File: src/sv/ckg_pkg.sv
`timescale 1ns / 1ps
// ----------------------------------------------------------------------------
// ckg_pkg
// Shared types, register offsets, field masks and limits of the clock
// generator register block.
// ----------------------------------------------------------------------------
package ckg_pkg;

	// register offsets from the block base
	localparam logic [15:0] OFS_SCKCR    = 16'h0020;
	localparam logic [15:0] OFS_SCKCR3   = 16'h0026;
	localparam logic [15:0] OFS_PLLCR    = 16'h0028;
	localparam logic [15:0] OFS_PLLCR2   = 16'h002a;
	localparam logic [15:0] OFS_MOSCCR   = 16'h0032;
	localparam logic [15:0] OFS_SOSCCR   = 16'h0033;
	localparam logic [15:0] OFS_LOCOCR   = 16'h0034;
	localparam logic [15:0] OFS_ILOCOCR  = 16'h0035;
	localparam logic [15:0] OFS_HOCOCR   = 16'h0036;
	localparam logic [15:0] OFS_OSCOVFSR = 16'h003c;
	localparam logic [15:0] OFS_CKOCR    = 16'h00e3;

	// implemented bits and reset values
	localparam logic [31:0] SCKCR_MASK  = 32'hff000f0f;
	localparam logic [31:0] SCKCR_RESET = 32'h33000303;
	localparam logic [15:0] SCKCR3_MASK = 16'h0700;
	localparam logic [15:0] PLLCR_MASK  = 16'h3f03;
	localparam logic [15:0] PLLCR_RESET = 16'h0f00;
	localparam logic [15:0] CKOCR_MASK  = 16'hf700;

	// bus divider codes above this divide by one
	localparam logic [3:0] BUS_DIV_MAX = 4'd6;
	localparam logic [2:0] SRC_MAX     = 3'd4;
	localparam logic [2:0] CKO_SRC_MAX = 3'd3;
	localparam logic [2:0] CKO_DIV_MAX = 3'd4;

	// divider source codes
	localparam logic [2:0] SRC_LOCO = 3'd0;
	localparam logic [2:0] SRC_HOCO = 3'd1;
	localparam logic [2:0] SRC_MAIN = 3'd2;
	localparam logic [2:0] SRC_SUB  = 3'd3;
	localparam logic [2:0] SRC_PLL  = 3'd4;

	// pll codes
	localparam logic [5:0] STC_X6   = 6'h0b;
	localparam logic [5:0] STC_X8   = 6'h0f;
	localparam logic [1:0] PLL_DIV2 = 2'd1;
	localparam logic [1:0] PLL_DIV4 = 2'd2;
	localparam logic [1:0] PLL_DIV_BAD = 2'd3;

	// pll range limits in hertz
	localparam logic [31:0] PLL_IN_MIN  = 32'd4000000;
	localparam logic [31:0] PLL_IN_MAX  = 32'd8000000;
	localparam logic [31:0] PLL_OUT_MIN = 32'd32000000;
	localparam logic [31:0] PLL_OUT_MAX = 32'd48000000;

	// oscillator frequency register indexes
	localparam logic [2:0] CFG_MAIN = 3'd0;
	localparam logic [2:0] CFG_SUB  = 3'd1;
	localparam logic [2:0] CFG_LOCO = 3'd2;
	localparam logic [2:0] CFG_HOCO = 3'd3;

	localparam logic [24:0] MAIN_HZ_RESET = 25'd0;
	localparam logic [19:0] SUB_HZ_RESET  = 20'd32768;
	localparam logic [26:0] LOCO_HZ_RESET = 27'd4000000;
	localparam logic [26:0] HOCO_HZ_RESET = 27'd32000000;

	// running source bit positions
	localparam int RUN_MAIN = 0;
	localparam int RUN_SUB  = 1;
	localparam int RUN_LOCO = 2;
	localparam int RUN_HOCO = 3;
	localparam int RUN_WDT  = 4;
	localparam logic [4:0] RUN_RESET = 5'b00100;

	typedef struct packed {
		logic        command;
		logic [15:0] reg_offset;
		logic [31:0] write_data;
	} ckg_cmd_t;

	typedef struct packed {
		logic [31:0] read_data;
		logic [31:0] iclk_hz;
		logic [31:0] fclk_hz;
		logic [31:0] pckb_hz;
		logic [31:0] pckd_hz;
		logic [31:0] pll_hz;
		logic [31:0] clkout_hz;
		logic        write_refused;
		logic        pll_in_out_of_range;
		logic        pll_out_out_of_range;
		logic        illegal_setting;
	} ckg_result_t;

	typedef struct packed {
		logic [24:0] main_hz;
		logic [19:0] sub_hz;
		logic [26:0] loco_hz;
		logic [26:0] hoco_hz;
	} ckg_osc_t;

	typedef struct packed {
		logic [31:0] sckcr;
		logic [15:0] sckcr3;
		logic [2:0]  div_src;
		logic [15:0] pllcr;
		logic        pll_stop;
		logic        main_stop;
		logic        sub_stop;
		logic        loco_stop;
		logic        wdt_stop;
		logic        hoco_stop;
		logic [4:0]  running;
		logic [15:0] ckocr;
	} ckg_state_t;

	typedef struct packed {
		logic [31:0] iclk;
		logic [31:0] fclk;
		logic [31:0] pckb;
		logic [31:0] pckd;
		logic [31:0] pll;
		logic [31:0] clkout;
		logic        pll_in_err;
		logic        pll_out_err;
		logic        main_on;
		logic        hoco_on;
	} ckg_freq_t;

	typedef struct packed {
		logic refused;
		logic illegal;
	} ckg_flags_t;

	function automatic logic [2:0] bus_shift(input logic [3:0] code);
		return (code > BUS_DIV_MAX) ? 3'd0 : code[2:0];
	endfunction

endpackage

File: src/sv/ckg_regs.sv
`timescale 1ns / 1ps
// ----------------------------------------------------------------------------
// ckg_regs
// Control register file: applies one write transaction and presents the
// updated register state together with the refused and illegal flags.
// ----------------------------------------------------------------------------
module ckg_regs import ckg_pkg::*; (
	input  logic       clk,
	input  logic       arst_n,
	input  logic       vld,
	input  ckg_cmd_t   cmd,
	output ckg_state_t nxt,
	output ckg_flags_t flags
);

	ckg_state_t  state_q;
	logic [31:0] wd;
	logic        b;

	assign wd = cmd.write_data;
	assign b  = wd[0];

	always_comb begin
		nxt   = state_q;
		flags = '0;
		if (vld && cmd.command) begin
			unique case (cmd.reg_offset)
				OFS_SCKCR: begin
					if (wd[31:28] > BUS_DIV_MAX || wd[27:24] > BUS_DIV_MAX ||
					    wd[11:8] > BUS_DIV_MAX || wd[3:0] > BUS_DIV_MAX)
						flags.illegal = 1'b1;
					nxt.sckcr = wd & SCKCR_MASK;
				end
				OFS_SCKCR3: begin
					// an illegal source is stored but the mux keeps its input
					if (wd[10:8] <= SRC_MAX)
						nxt.div_src = wd[10:8];
					else
						flags.illegal = 1'b1;
					nxt.sckcr3 = wd[15:0] & SCKCR3_MASK;
				end
				OFS_PLLCR: begin
					if (!state_q.pll_stop) begin
						flags.refused = 1'b1;
					end else begin
						nxt.pllcr = wd[15:0] & PLLCR_MASK;
						if (wd[1:0] == PLL_DIV_BAD ||
						    (wd[13:8] != STC_X6 && wd[13:8] != STC_X8))
							flags.illegal = 1'b1;
					end
				end
				OFS_PLLCR2: nxt.pll_stop = b;
				OFS_MOSCCR: begin
					nxt.main_stop         = b;
					nxt.running[RUN_MAIN] = !b;
				end
				OFS_SOSCCR: begin
					nxt.sub_stop         = b;
					nxt.running[RUN_SUB] = !b;
				end
				OFS_LOCOCR: begin
					nxt.loco_stop         = b;
					nxt.running[RUN_LOCO] = !b;
				end
				OFS_ILOCOCR: begin
					// once stopped the watchdog osc cannot be stopped by a repeated write
					if (!b)
						nxt.running[RUN_WDT] = 1'b1;
					else if (!state_q.wdt_stop)
						nxt.running[RUN_WDT] = 1'b0;
					nxt.wdt_stop = b;
				end
				OFS_HOCOCR: begin
					nxt.hoco_stop         = b;
					nxt.running[RUN_HOCO] = !b;
				end
				OFS_CKOCR: begin
					nxt.ckocr = wd[15:0] & CKOCR_MASK;
					if (!wd[15] && (wd[10:8] > CKO_SRC_MAX || wd[14:12] > CKO_DIV_MAX))
						flags.illegal = 1'b1;
				end
				default: ;
			endcase
		end
	end

	always_ff @(posedge clk or negedge arst_n) begin
		if (!arst_n) begin
			state_q.sckcr     <= SCKCR_RESET;
			state_q.sckcr3    <= '0;
			state_q.div_src   <= SRC_LOCO;
			state_q.pllcr     <= PLLCR_RESET;
			state_q.pll_stop  <= 1'b1;
			state_q.main_stop <= 1'b1;
			state_q.sub_stop  <= 1'b0;
			state_q.loco_stop <= 1'b0;
			state_q.wdt_stop  <= 1'b1;
			state_q.hoco_stop <= 1'b1;
			state_q.running   <= RUN_RESET;
			state_q.ckocr     <= '0;
		end else begin
			state_q <= nxt;
		end
	end

endmodule

File: src/sv/ckg_freq.sv
`timescale 1ns / 1ps
// ----------------------------------------------------------------------------
// ckg_freq
// Clock tree model: works out pll, bus and clock-out frequencies and the pll
// range checks from the register state and the oscillator frequencies.
// ----------------------------------------------------------------------------
module ckg_freq import ckg_pkg::*; (
	input  ckg_state_t st,
	input  ckg_osc_t   osc,
	output ckg_freq_t  fq
);

	logic [24:0] main_run;
	logic [27:0] main_ext;
	logic [27:0] pll_prod;
	logic [1:0]  pll_sh;
	logic [27:0] pll_raw;
	logic [31:0] pll_hz;
	logic [31:0] pll_in;
	logic [31:0] loco_run;
	logic [31:0] hoco_run;
	logic [31:0] main32;
	logic [31:0] sub_run;
	logic [31:0] div_in;
	logic [31:0] cko_src;
	logic [2:0]  cko_sel;
	logic [2:0]  cko_div;

	assign main_run = st.running[RUN_MAIN] ? osc.main_hz : '0;
	assign main_ext = 28'(main_run);
	assign main32   = 32'(main_run);
	assign loco_run = st.running[RUN_LOCO] ? 32'(osc.loco_hz) : '0;
	assign hoco_run = st.running[RUN_HOCO] ? 32'(osc.hoco_hz) : '0;
	assign sub_run  = st.running[RUN_SUB]  ? 32'(osc.sub_hz)  : '0;

	// pll multiplier: x6 as x4 + x2, unknown stc multiplies by one; the divider code picks the shift
	always_comb begin
		unique case (st.pllcr[13:8])
			STC_X6:  pll_prod = (main_ext << 2) + (main_ext << 1);
			STC_X8:  pll_prod = main_ext << 3;
			default: pll_prod = main_ext;
		endcase
		unique case (st.pllcr[1:0])
			PLL_DIV2: pll_sh = 2'd1;
			PLL_DIV4: pll_sh = 2'd2;
			default:  pll_sh = 2'd0;
		endcase
	end

	assign pll_raw = pll_prod >> pll_sh;
	assign pll_hz  = st.pll_stop ? '0 : 32'(pll_raw);
	assign pll_in  = main32 >> pll_sh;

	always_comb begin
		unique case (st.div_src)
			SRC_LOCO: div_in = loco_run;
			SRC_HOCO: div_in = hoco_run;
			SRC_MAIN: div_in = main32;
			SRC_SUB:  div_in = sub_run;
			SRC_PLL:  div_in = pll_hz;
			default:  div_in = '0;
		endcase
	end

	assign cko_sel = st.ckocr[10:8];
	assign cko_div = st.ckocr[14:12];

	always_comb begin
		unique case (cko_sel)
			SRC_LOCO: cko_src = loco_run;
			SRC_HOCO: cko_src = hoco_run;
			SRC_MAIN: cko_src = main32;
			default:  cko_src = sub_run;
		endcase
	end

	always_comb begin
		fq.iclk = div_in >> bus_shift(st.sckcr[27:24]);
		fq.fclk = div_in >> bus_shift(st.sckcr[31:28]);
		fq.pckb = div_in >> bus_shift(st.sckcr[11:8]);
		fq.pckd = div_in >> bus_shift(st.sckcr[3:0]);
		fq.pll  = pll_hz;
		if (st.ckocr[15] || cko_sel > CKO_SRC_MAX || cko_div > CKO_DIV_MAX)
			fq.clkout = '0;
		else
			fq.clkout = cko_src >> cko_div;
		fq.pll_in_err  = !st.pll_stop && (pll_in > PLL_IN_MAX || pll_in < PLL_IN_MIN);
		fq.pll_out_err = !st.pll_stop && (pll_hz > PLL_OUT_MAX || pll_hz < PLL_OUT_MIN);
		fq.main_on     = main_run != '0;
		fq.hoco_on     = hoco_run != '0;
	end

endmodule

File: src/sv/clock_generator_registers.sv
`timescale 1ns / 1ps
// ----------------------------------------------------------------------------
// clock_generator_registers
// Register window of the clock generator with derived clock frequencies.
// ----------------------------------------------------------------------------
// One register transaction can be started in every cycle; busy stays low.
// A transaction is registered when it is taken. From that register, the control
// registers and the result register are loaded together, and the result is
// shown with done high for a single cycle; results come one per cycle, in order. The
// result must be taken in that cycle: the receiver cannot stall. Every result
// carries the frequencies after the transaction.
// Oscillator frequency writes go through cfg_we/cfg_addr/cfg_wdata and are
// meant for idle periods; index 4 (watchdog oscillator) is accepted and has
// no effect on any output.
// ----------------------------------------------------------------------------
module clock_generator_registers import ckg_pkg::*; (
	input  logic        clk,
	input  logic        arst_n,
	input  logic        start,
	output logic        busy,
	input  ckg_cmd_t    cmd,
	output logic        done,
	output ckg_result_t result,
	input  logic        cfg_we,
	input  logic [2:0]  cfg_addr,
	input  logic [26:0] cfg_wdata
);

	ckg_cmd_t    cmd_s1;
	logic        vld_s1;
	ckg_osc_t    osc_q;
	ckg_state_t  nxt;
	ckg_flags_t  flags;
	ckg_freq_t   fq;
	logic [31:0] rd;
	logic        done_q;
	ckg_result_t result_q;

	assign busy = 1'b0;

	always_ff @(posedge clk or negedge arst_n) begin
		if (!arst_n) begin
			vld_s1 <= 1'b0;
		end else begin
			vld_s1 <= start && !busy;
		end
	end

	always_ff @(posedge clk) begin
		if (start && !busy) begin
			cmd_s1 <= cmd;
		end
	end

	always_ff @(posedge clk or negedge arst_n) begin
		if (!arst_n) begin
			osc_q.main_hz <= MAIN_HZ_RESET;
			osc_q.sub_hz  <= SUB_HZ_RESET;
			osc_q.loco_hz <= LOCO_HZ_RESET;
			osc_q.hoco_hz <= HOCO_HZ_RESET;
		end else if (cfg_we) begin
			unique case (cfg_addr)
				CFG_MAIN: osc_q.main_hz <= cfg_wdata[24:0];
				CFG_SUB:  osc_q.sub_hz  <= cfg_wdata[19:0];
				CFG_LOCO: osc_q.loco_hz <= cfg_wdata;
				CFG_HOCO: osc_q.hoco_hz <= cfg_wdata;
				default: ;
			endcase
		end
	end

	ckg_regs u_regs (
		.clk    (clk),
		.arst_n (arst_n),
		.vld    (vld_s1),
		.cmd    (cmd_s1),
		.nxt    (nxt),
		.flags  (flags)
	);

	ckg_freq u_freq (
		.st  (nxt),
		.osc (osc_q),
		.fq  (fq)
	);

	// read data; writes and unmapped offsets read zero
	always_comb begin
		rd = '0;
		if (!cmd_s1.command) begin
			unique case (cmd_s1.reg_offset)
				OFS_SCKCR:    rd = nxt.sckcr;
				OFS_SCKCR3:   rd = 32'(nxt.sckcr3);
				OFS_PLLCR:    rd = 32'(nxt.pllcr);
				OFS_PLLCR2:   rd = 32'(nxt.pll_stop);
				OFS_MOSCCR:   rd = 32'(nxt.main_stop);
				OFS_SOSCCR:   rd = 32'(nxt.sub_stop);
				OFS_LOCOCR:   rd = 32'(nxt.loco_stop);
				OFS_ILOCOCR:  rd = 32'(nxt.wdt_stop);
				OFS_HOCOCR:   rd = 32'(nxt.hoco_stop);
				OFS_OSCOVFSR: rd = {28'd0, fq.hoco_on, (fq.pll != '0), 1'b0, fq.main_on};
				OFS_CKOCR:    rd = 32'(nxt.ckocr);
				default:      rd = '0;
			endcase
		end
	end

	always_ff @(posedge clk or negedge arst_n) begin
		if (!arst_n) begin
			done_q <= 1'b0;
		end else begin
			done_q <= vld_s1;
		end
	end

	always_ff @(posedge clk) begin
		if (vld_s1) begin
			result_q.read_data            <= rd;
			result_q.iclk_hz              <= fq.iclk;
			result_q.fclk_hz              <= fq.fclk;
			result_q.pckb_hz              <= fq.pckb;
			result_q.pckd_hz              <= fq.pckd;
			result_q.pll_hz               <= fq.pll;
			result_q.clkout_hz            <= fq.clkout;
			result_q.write_refused        <= flags.refused;
			result_q.pll_in_out_of_range  <= fq.pll_in_err;
			result_q.pll_out_out_of_range <= fq.pll_out_err;
			result_q.illegal_setting      <= flags.illegal;
		end
	end

	assign done   = done_q;
	assign result = result_q;

endmodule

File: config.mk
export PLATFORM = sky130hd
export DESIGN_NAME = clock_generator_registers
export DESIGN_NICKNAME = d
export VERILOG_FILES = /design/src/sv/ckg_pkg.sv /design/src/sv/ckg_regs.sv /design/src/sv/ckg_freq.sv /design/src/sv/clock_generator_registers.sv
export SDC_FILE = /design/constraint.sdc
export NUM_CORES = 1
export LEC_CHECK = 0
export BUFFER_PORTS_ARGS = -buffer_cell sky130_fd_sc_hd__buf_2
export CAP_MARGIN = 20
export CORE_UTILIZATION = 40
export DETAILED_ROUTE_END_ITERATION = 16
export PLACE_DENSITY = 0.65
export SYNTH_ARGS = -nofsm -noshare
export SYNTH_HDL_FRONTEND = slang
export SYNTH_SLANG_ARGS = --single-unit
export TNS_END_PERCENT = 20
File: constraint.sdc
create_clock -name clk -period 30.5 [get_ports clk]
set_input_delay 3.05 -clock clk [delete_from_list [all_inputs] [get_ports clk]]
set_output_delay 3.05 -clock clk [all_outputs]
set_load 0.03 [all_outputs]
* After elaboration in Yosys (flattened, before gate mapping)
Cells that the tools add are included.
Storage, ports and cells: input port bits 83, register bits 472, word-level logic and storage cells 156
Cells by class: multiplexer cells 41, shift operators 7, equality and inequality tests 28, add/sub/neg operators 1, reductions and logical operators 29, $lt $le $gt $ge 17
Operators by type and width (count):
- one-hot mux 32 bit (11 select lines) | 1
- == test 16 x 6 -> 1 bit, second input constant | 10
- one-hot mux 32 bit (5 select lines) | 1
- right shift 32 x 3 -> 32 bit | 5
- one-hot mux 32 bit (3 select lines) | 1
- 2-to-1 mux 94 bit | 1
- nonzero test 32 bit | 2
- one-hot mux 28 bit (2 select lines) | 1
- 2-to-1 mux 27 bit | 2
- 2-to-1 mux 16 bit | 3
- > comparator 32 x 23 -> 1 bit, second input constant | 1
- > comparator 32 x 26 -> 1 bit, second input constant | 1
- > comparator 4 x 3 -> 1 bit, second input constant | 8
- less-than comparator 32 x 22 -> 1 bit, second input constant | 1
- less-than comparator 32 x 25 -> 1 bit, second input constant | 1
- 2-to-1 mux 32 bit | 1
- right shift 25 x 2 -> 32 bit | 1
- adder 27 x 26 -> 28 bit | 1
- 2-to-1 mux 28 bit | 1
- right shift 28 x 2 -> 28 bit | 1
- 2-to-1 mux 25 bit | 1
- nonzero test 25 bit | 1
- 2-to-1 mux 20 bit | 1
- 2-to-1 mux 1 bit | 19
- 22 further kinds | 57

* Logic depth before layout (Yosys ltp)
depth after elaboration 12, gate-level depth with buffers 29

* Modules after synthesis
From an unflattened synthesis, not the netlist that was laid out.
Second synthesis, totals: cell total of the unflattened synthesis 2865, area, all modules 28722.5 um^2
By module, submodules not included:
- clock_generator_registers | area each 13115.1 um^2, cells an instance 631, times used 1, sequential area each 10864.2 um^2
- ckg_freq | area each 11979.0 um^2, cells an instance 1973, times used 1, sequential area each 0.0 um^2
- ckg_regs | area each 3628.5 um^2, cells an instance 261, times used 1, sequential area each 2373.5 um^2

* Worst setup path after synthesis
No wires, ideal clock.
kind register to register, start point reg vld_s1, end point reg result_q (netlist bit result[184]), data pin, library setup time 0.261 ns, arrival time 10.134 ns, buffers on the path 6, setup slack 20.105 ns, clock period less this slack 10.395 ns, stages on the path, launching flop included 28, path through dfrtp_1 -> and2_1 -> clkbuf_1 -> and3_1 -> a21boi_2 -> nor2_2 -> clkinv_2 -> buf_4 -> buf_4 -> buf_6 -> buf_2 -> nand2_1 -> ha_1 -> clkbuf_1 -> a311o_1 -> a21oi_1 -> a221oi_1 -> or4_4 -> a31oi_4 -> mux2i_1 -> or3_4 -> a21oi_2 -> a21oi_2 -> a221oi_4 -> nor2_2 -> mux2_4 -> a32o_1 -> a311o_1
RTL lines:
- start: declaration | line clock_generator_registers.sv:30 | logic vld_s1;
- start signal: assignment | line clock_generator_registers.sv:45 | vld_s1 <= start && !busy;
- end: declaration | line clock_generator_registers.sv:37 | ckg_result_t result_q;

==> run metrics <==
Die Wd=around 260 µm; CTS Buf Count=47; clock insertion delay at the later pin of the skew report=0.62 ns; CP Class=reg -> reg; Net Switching=~0.00041 W; worst setup margin=~21 ns; post-CTS setup buffer count=0; metal2 WL=between 40 and 50 mm; Critical Path AT=9.51 ns; worst min-delay path class=reg -> reg; CTS tree=built; Finish-stage setup viols=0; share of the synthesized area in the top cell type=0.272; Max IR drop VDD=roughly 0.061 mV; area of the core=64900 µm²; Vias=23800; # hold bufs at CTS=0; Clock Pin Slew Worst Setup and Hold Paths=0.06 ns; min Tclk post-route=roughly 9.2 ns; RSZ-0062 raised after global routing=false; die area=between 60000 and 70000 µm²; Worst R2R Path Depth=22; nets=~3000; clk sink count=434; Cell Chain, Critical Path=or4_1 -> or3_1 -> nor3_4 -> nor2_2 -> clkinv_2 -> buf_4 -> nand2_1 -> ha_1 -> mux2_2 -> o2111ai_1 -> a221oi_1 -> or4_4 -> a31oi_4 -> o311a_1 -> a211oi_1 -> o32ai_1 -> a21oi_1 -> o21ai_0 -> nand2_1 -> mux2_2 -> nor2_1 -> a221o_1; M1 wire length=42.7 mm; combinational power share=0.098; DR WL/cell=approximately 27 µm; area growth from synthesis to layout=14.6%; DP Worst Slack=around 22 ns; Largest stage delay, worst path=0.86 ns; First-pass DRT Iterations=7; reg-to-reg critical path startpoint=cmd_s1[41]$_DFFE_PP_; vias in the first global route=approximately 22000; post_cts resized=0; GRT Resource Usage Total=0.293; status=finished clean; 1st-iter DRT viols=between 3000 and 4000; Mean Syn Cell Area=around 9.8 µm²; Max clock buf depth=3; # diodes=0; total gr overflow=0; Mapped Cells=~2700; Reg-to-Reg End=result[185]$_DFFE_PP_; htree depth=2; CP Max Fanout=52; Seq cells post-synth=434; Synth cell types=approximately 100; Min-Delay Endpoint=u_regs.state_q[54]$_DFF_PN0_; Buffers on Ports=about 270; share of layout cells above drive strength 1=0.232; post-synthesis sequential area ratio=0.458; synthesized area=roughly 26000 µm²; metal3 WL=between 8 and 9 mm; r2r setup slk=roughly 21 ns; Residual DRC=0; fmax=between 0.1 and 0.15 GHz; leakage=around 13 nW; final setup TNS=0 ns; Worst EP required=approximately 30 ns; Clock Tree Root=clkbuf_16; hold_sp=u_regs.state_q[54]$_DFF_PN0_; DP Wirelength=73.2 mm; first-pass GRT wire length=148 mm; internal power=between 0.001 and 0.0015 W; placer congestion estimate=slightly below 1; worst hold stages=2; final hold vios=0; crit end category=register; Post-synth EDFFs=240; IO Count=313; CP bufs+invs=2; switch share=0.279; power per cell area=48.9 nW/µm²; Synth Flop Type=edfxtp_1; total power=around 0.0015 W; Worst path top cell family by delay=simple AND/OR/NAND/NOR gates; clock share of power=0.406; cell taking the most area after synthesis=edfxtp_1; Slowest-stage cell, CP=a221oi_1; Tcrit/Tclk final=0.300; num rows=93; initial antenna violation count=4; skew final=around 0.036 ns; final WL=101 mm; max-cap check violation count=0; largest cells by area after synthesis=edfxtp_1 27%, dfrtp_1 15%, mux2_2 6.4%; relative slew slack=0.210; die height=between 200 and 300 µm; Avg Vias per Cell=roughly 6.3; sequential power share=0.496; largest net degree at the start of global routing=104; Initial Util=0.407; Yosys warning total=0; Slew Limit Fails=0; uppermost layer routed=met5; antenna-violating nets left=0; asr flop ratio synth=0.447; Least-Margin Pin Slew=approximately 1.2 ns; Worst setup SP type=register
[cell usage after synthesis, drive strengths merged, types with 8 or more instances]
library cell  instances
a21o                 26
a22oi                56
nand2b               20
clkbuf              156
or3                  16
buf                  76
o22ai                32
inv                  62
a221oi               15
a221o                 8
or2                   8
nor2b                26
and3                 18
a2bb2oi               9
nor3                 45
a31oi                54
nand3                47
nor4                 30
and2                 67
a211o                 9
a22o                 10
dfstp                32
edfxtp              240
a211oi               46
nor2                224
mux2i               162
xnor2                12
nand4                24
a222oi               10
nand2               292
o211ai               33
ha                   22
o31ai                11
o21ai               142
o21a                 20
dfrtp               162
mux2                151
a21oi               179
[cell type report]
cell class / instances / area, µm²
clock inverter: 33 / 410
sequential: 434 / 12100
inverter: 65 / 245
tap: 855 / 1070
clock buffer: 54 / 1230
multi-input combinational: 1989 / 13300
timing repair buffer: 351 / 1990
fill: 6119 / 34600
[routing by layer]
metal,GRT usage,vias to the layer above
met5,0,-
met4,0.111,2
met3,0.0454,218
met2,0.453,1428
met1,0.413,11700
li1,-,10400
[worst register-to-register path, stage by stage (launching register included)]
cell       delay [ns]
edfxtp_1         0.38
or4_1            0.73
or3_1            0.62
nor3_4           0.76
nor2_2           0.10
clkinv_2         0.06
buf_4            0.50
nand2_1          0.52
ha_1             0.51
mux2_2           0.17
o2111ai_1        0.15
a221oi_1         0.86
or4_4            0.31
a31oi_4          0.13
o311a_1          0.41
a211oi_1         0.56
o32ai_1          0.15
a21oi_1          0.48
o21ai_0          0.22
nand2_1          0.56
mux2_2           0.29
nor2_1           0.05
a221o_1          0.37
[sequential cells by signal, indices dropped and copies added, names as in the netlist]
signal,cells
result,203
osc_q,99
u_regs.state_q,93
cmd_s1,37
done,1
vld_s1,1
[stage by stage]
step | hold slack [ns] | util | instance area (µm²) | cells
2_1_floorplan | 0.435 | - | 26500 | 2720
3_3_place_gp | 0.453 | 0.440 | 28600 | 3686
3_5_place_dp | 0.462 | 0.440 | 28600 | 3688
4_1_cts | 0.479 | 0.466 | 30200 | 3775
5_1_grt | 0.494 | 0.467 | 30300 | 3781
6_report | 0.483 | 0.467 | 30300 | 3781
[how the worst max path moves through the flow]
stage	startpoint	to	slack (ns)	cells after the start
floorplan	vld_s1$_DFF_PN0_	result[184]$_DFFE_PP_	20.10	27
global placement	cmd_s1[41]$_DFFE_PP_	result[185]$_DFFE_PP_	21.84	22
detailed placement	cmd_s1[41]$_DFFE_PP_	result[185]$_DFFE_PP_	21.75	22
CTS	cmd_s1[41]$_DFFE_PP_	result[185]$_DFFE_PP_	21.75	22
global route	cmd_s1[41]$_DFFE_PP_	result[185]$_DFFE_PP_	21.20	22
finish	cmd_s1[41]$_DFFE_PP_	result[185]$_DFFE_PP_	21.35	22
[layout by cell type (no fill, tap or decap), types with 10 or more instances in the layout]
master       n
inv_1       56
a222oi_1    10
nand3_1     47
o21ai_0    120
a221oi_1    14
a21o_1      26
o211ai_1    33
nand2b_1    20
ha_1        22
dfstp_2     32
a21oi_1    176
mux2i_1    155
nor2_1     216
a22oi_1     56
buf_4       72
nor2b_1     26
nand4_1     24
buf_2      274
o21a_1      20
conb_1      26
dfrtp_1    161
nand2_1    292
mux2_2     150
clkbuf_16   47
o22ai_1     32
a211oi_1    46
and2_1      67
a31oi_1     48
edfxtp_1   240
o21ai_1     20
nor4_1      25
xnor2_1     12
nor3_1      39
or3_1       15
and3_1      18
o31ai_1     11
a22o_1      10
[power by group through the flow]
| stage | clock network, W | registers (W) | logic (W) |
|---|---|---|---|
| after floorplan | 0 | 0.000727 | 0.0000918 |
| after global placement | 0 | 0.000739 | 0.000141 |
| after detailed placement | 0 | 0.000742 | 0.000144 |
| after CTS | 0.000611 | 0.000730 | 0.000145 |
| after global routing | 0.000633 | 0.000737 | 0.000156 |
| final | 0.000602 | 0.000735 | 0.000146 |
[kinds of logic (layout without fill, tap and decap cells)]
family          Yosys count  after routing  synth area share
buf+inv                 297            503            0.0488
mux                     315            315             0.129
compound gates          752            752             0.192
simple gates            857            857             0.157
fa+ha+maj                23             23            0.0108
flops                   434            434             0.458
other cells               1             26          0.000142
xor+xnor                 16             16           0.00530
(Power assumes the default switching activity.)
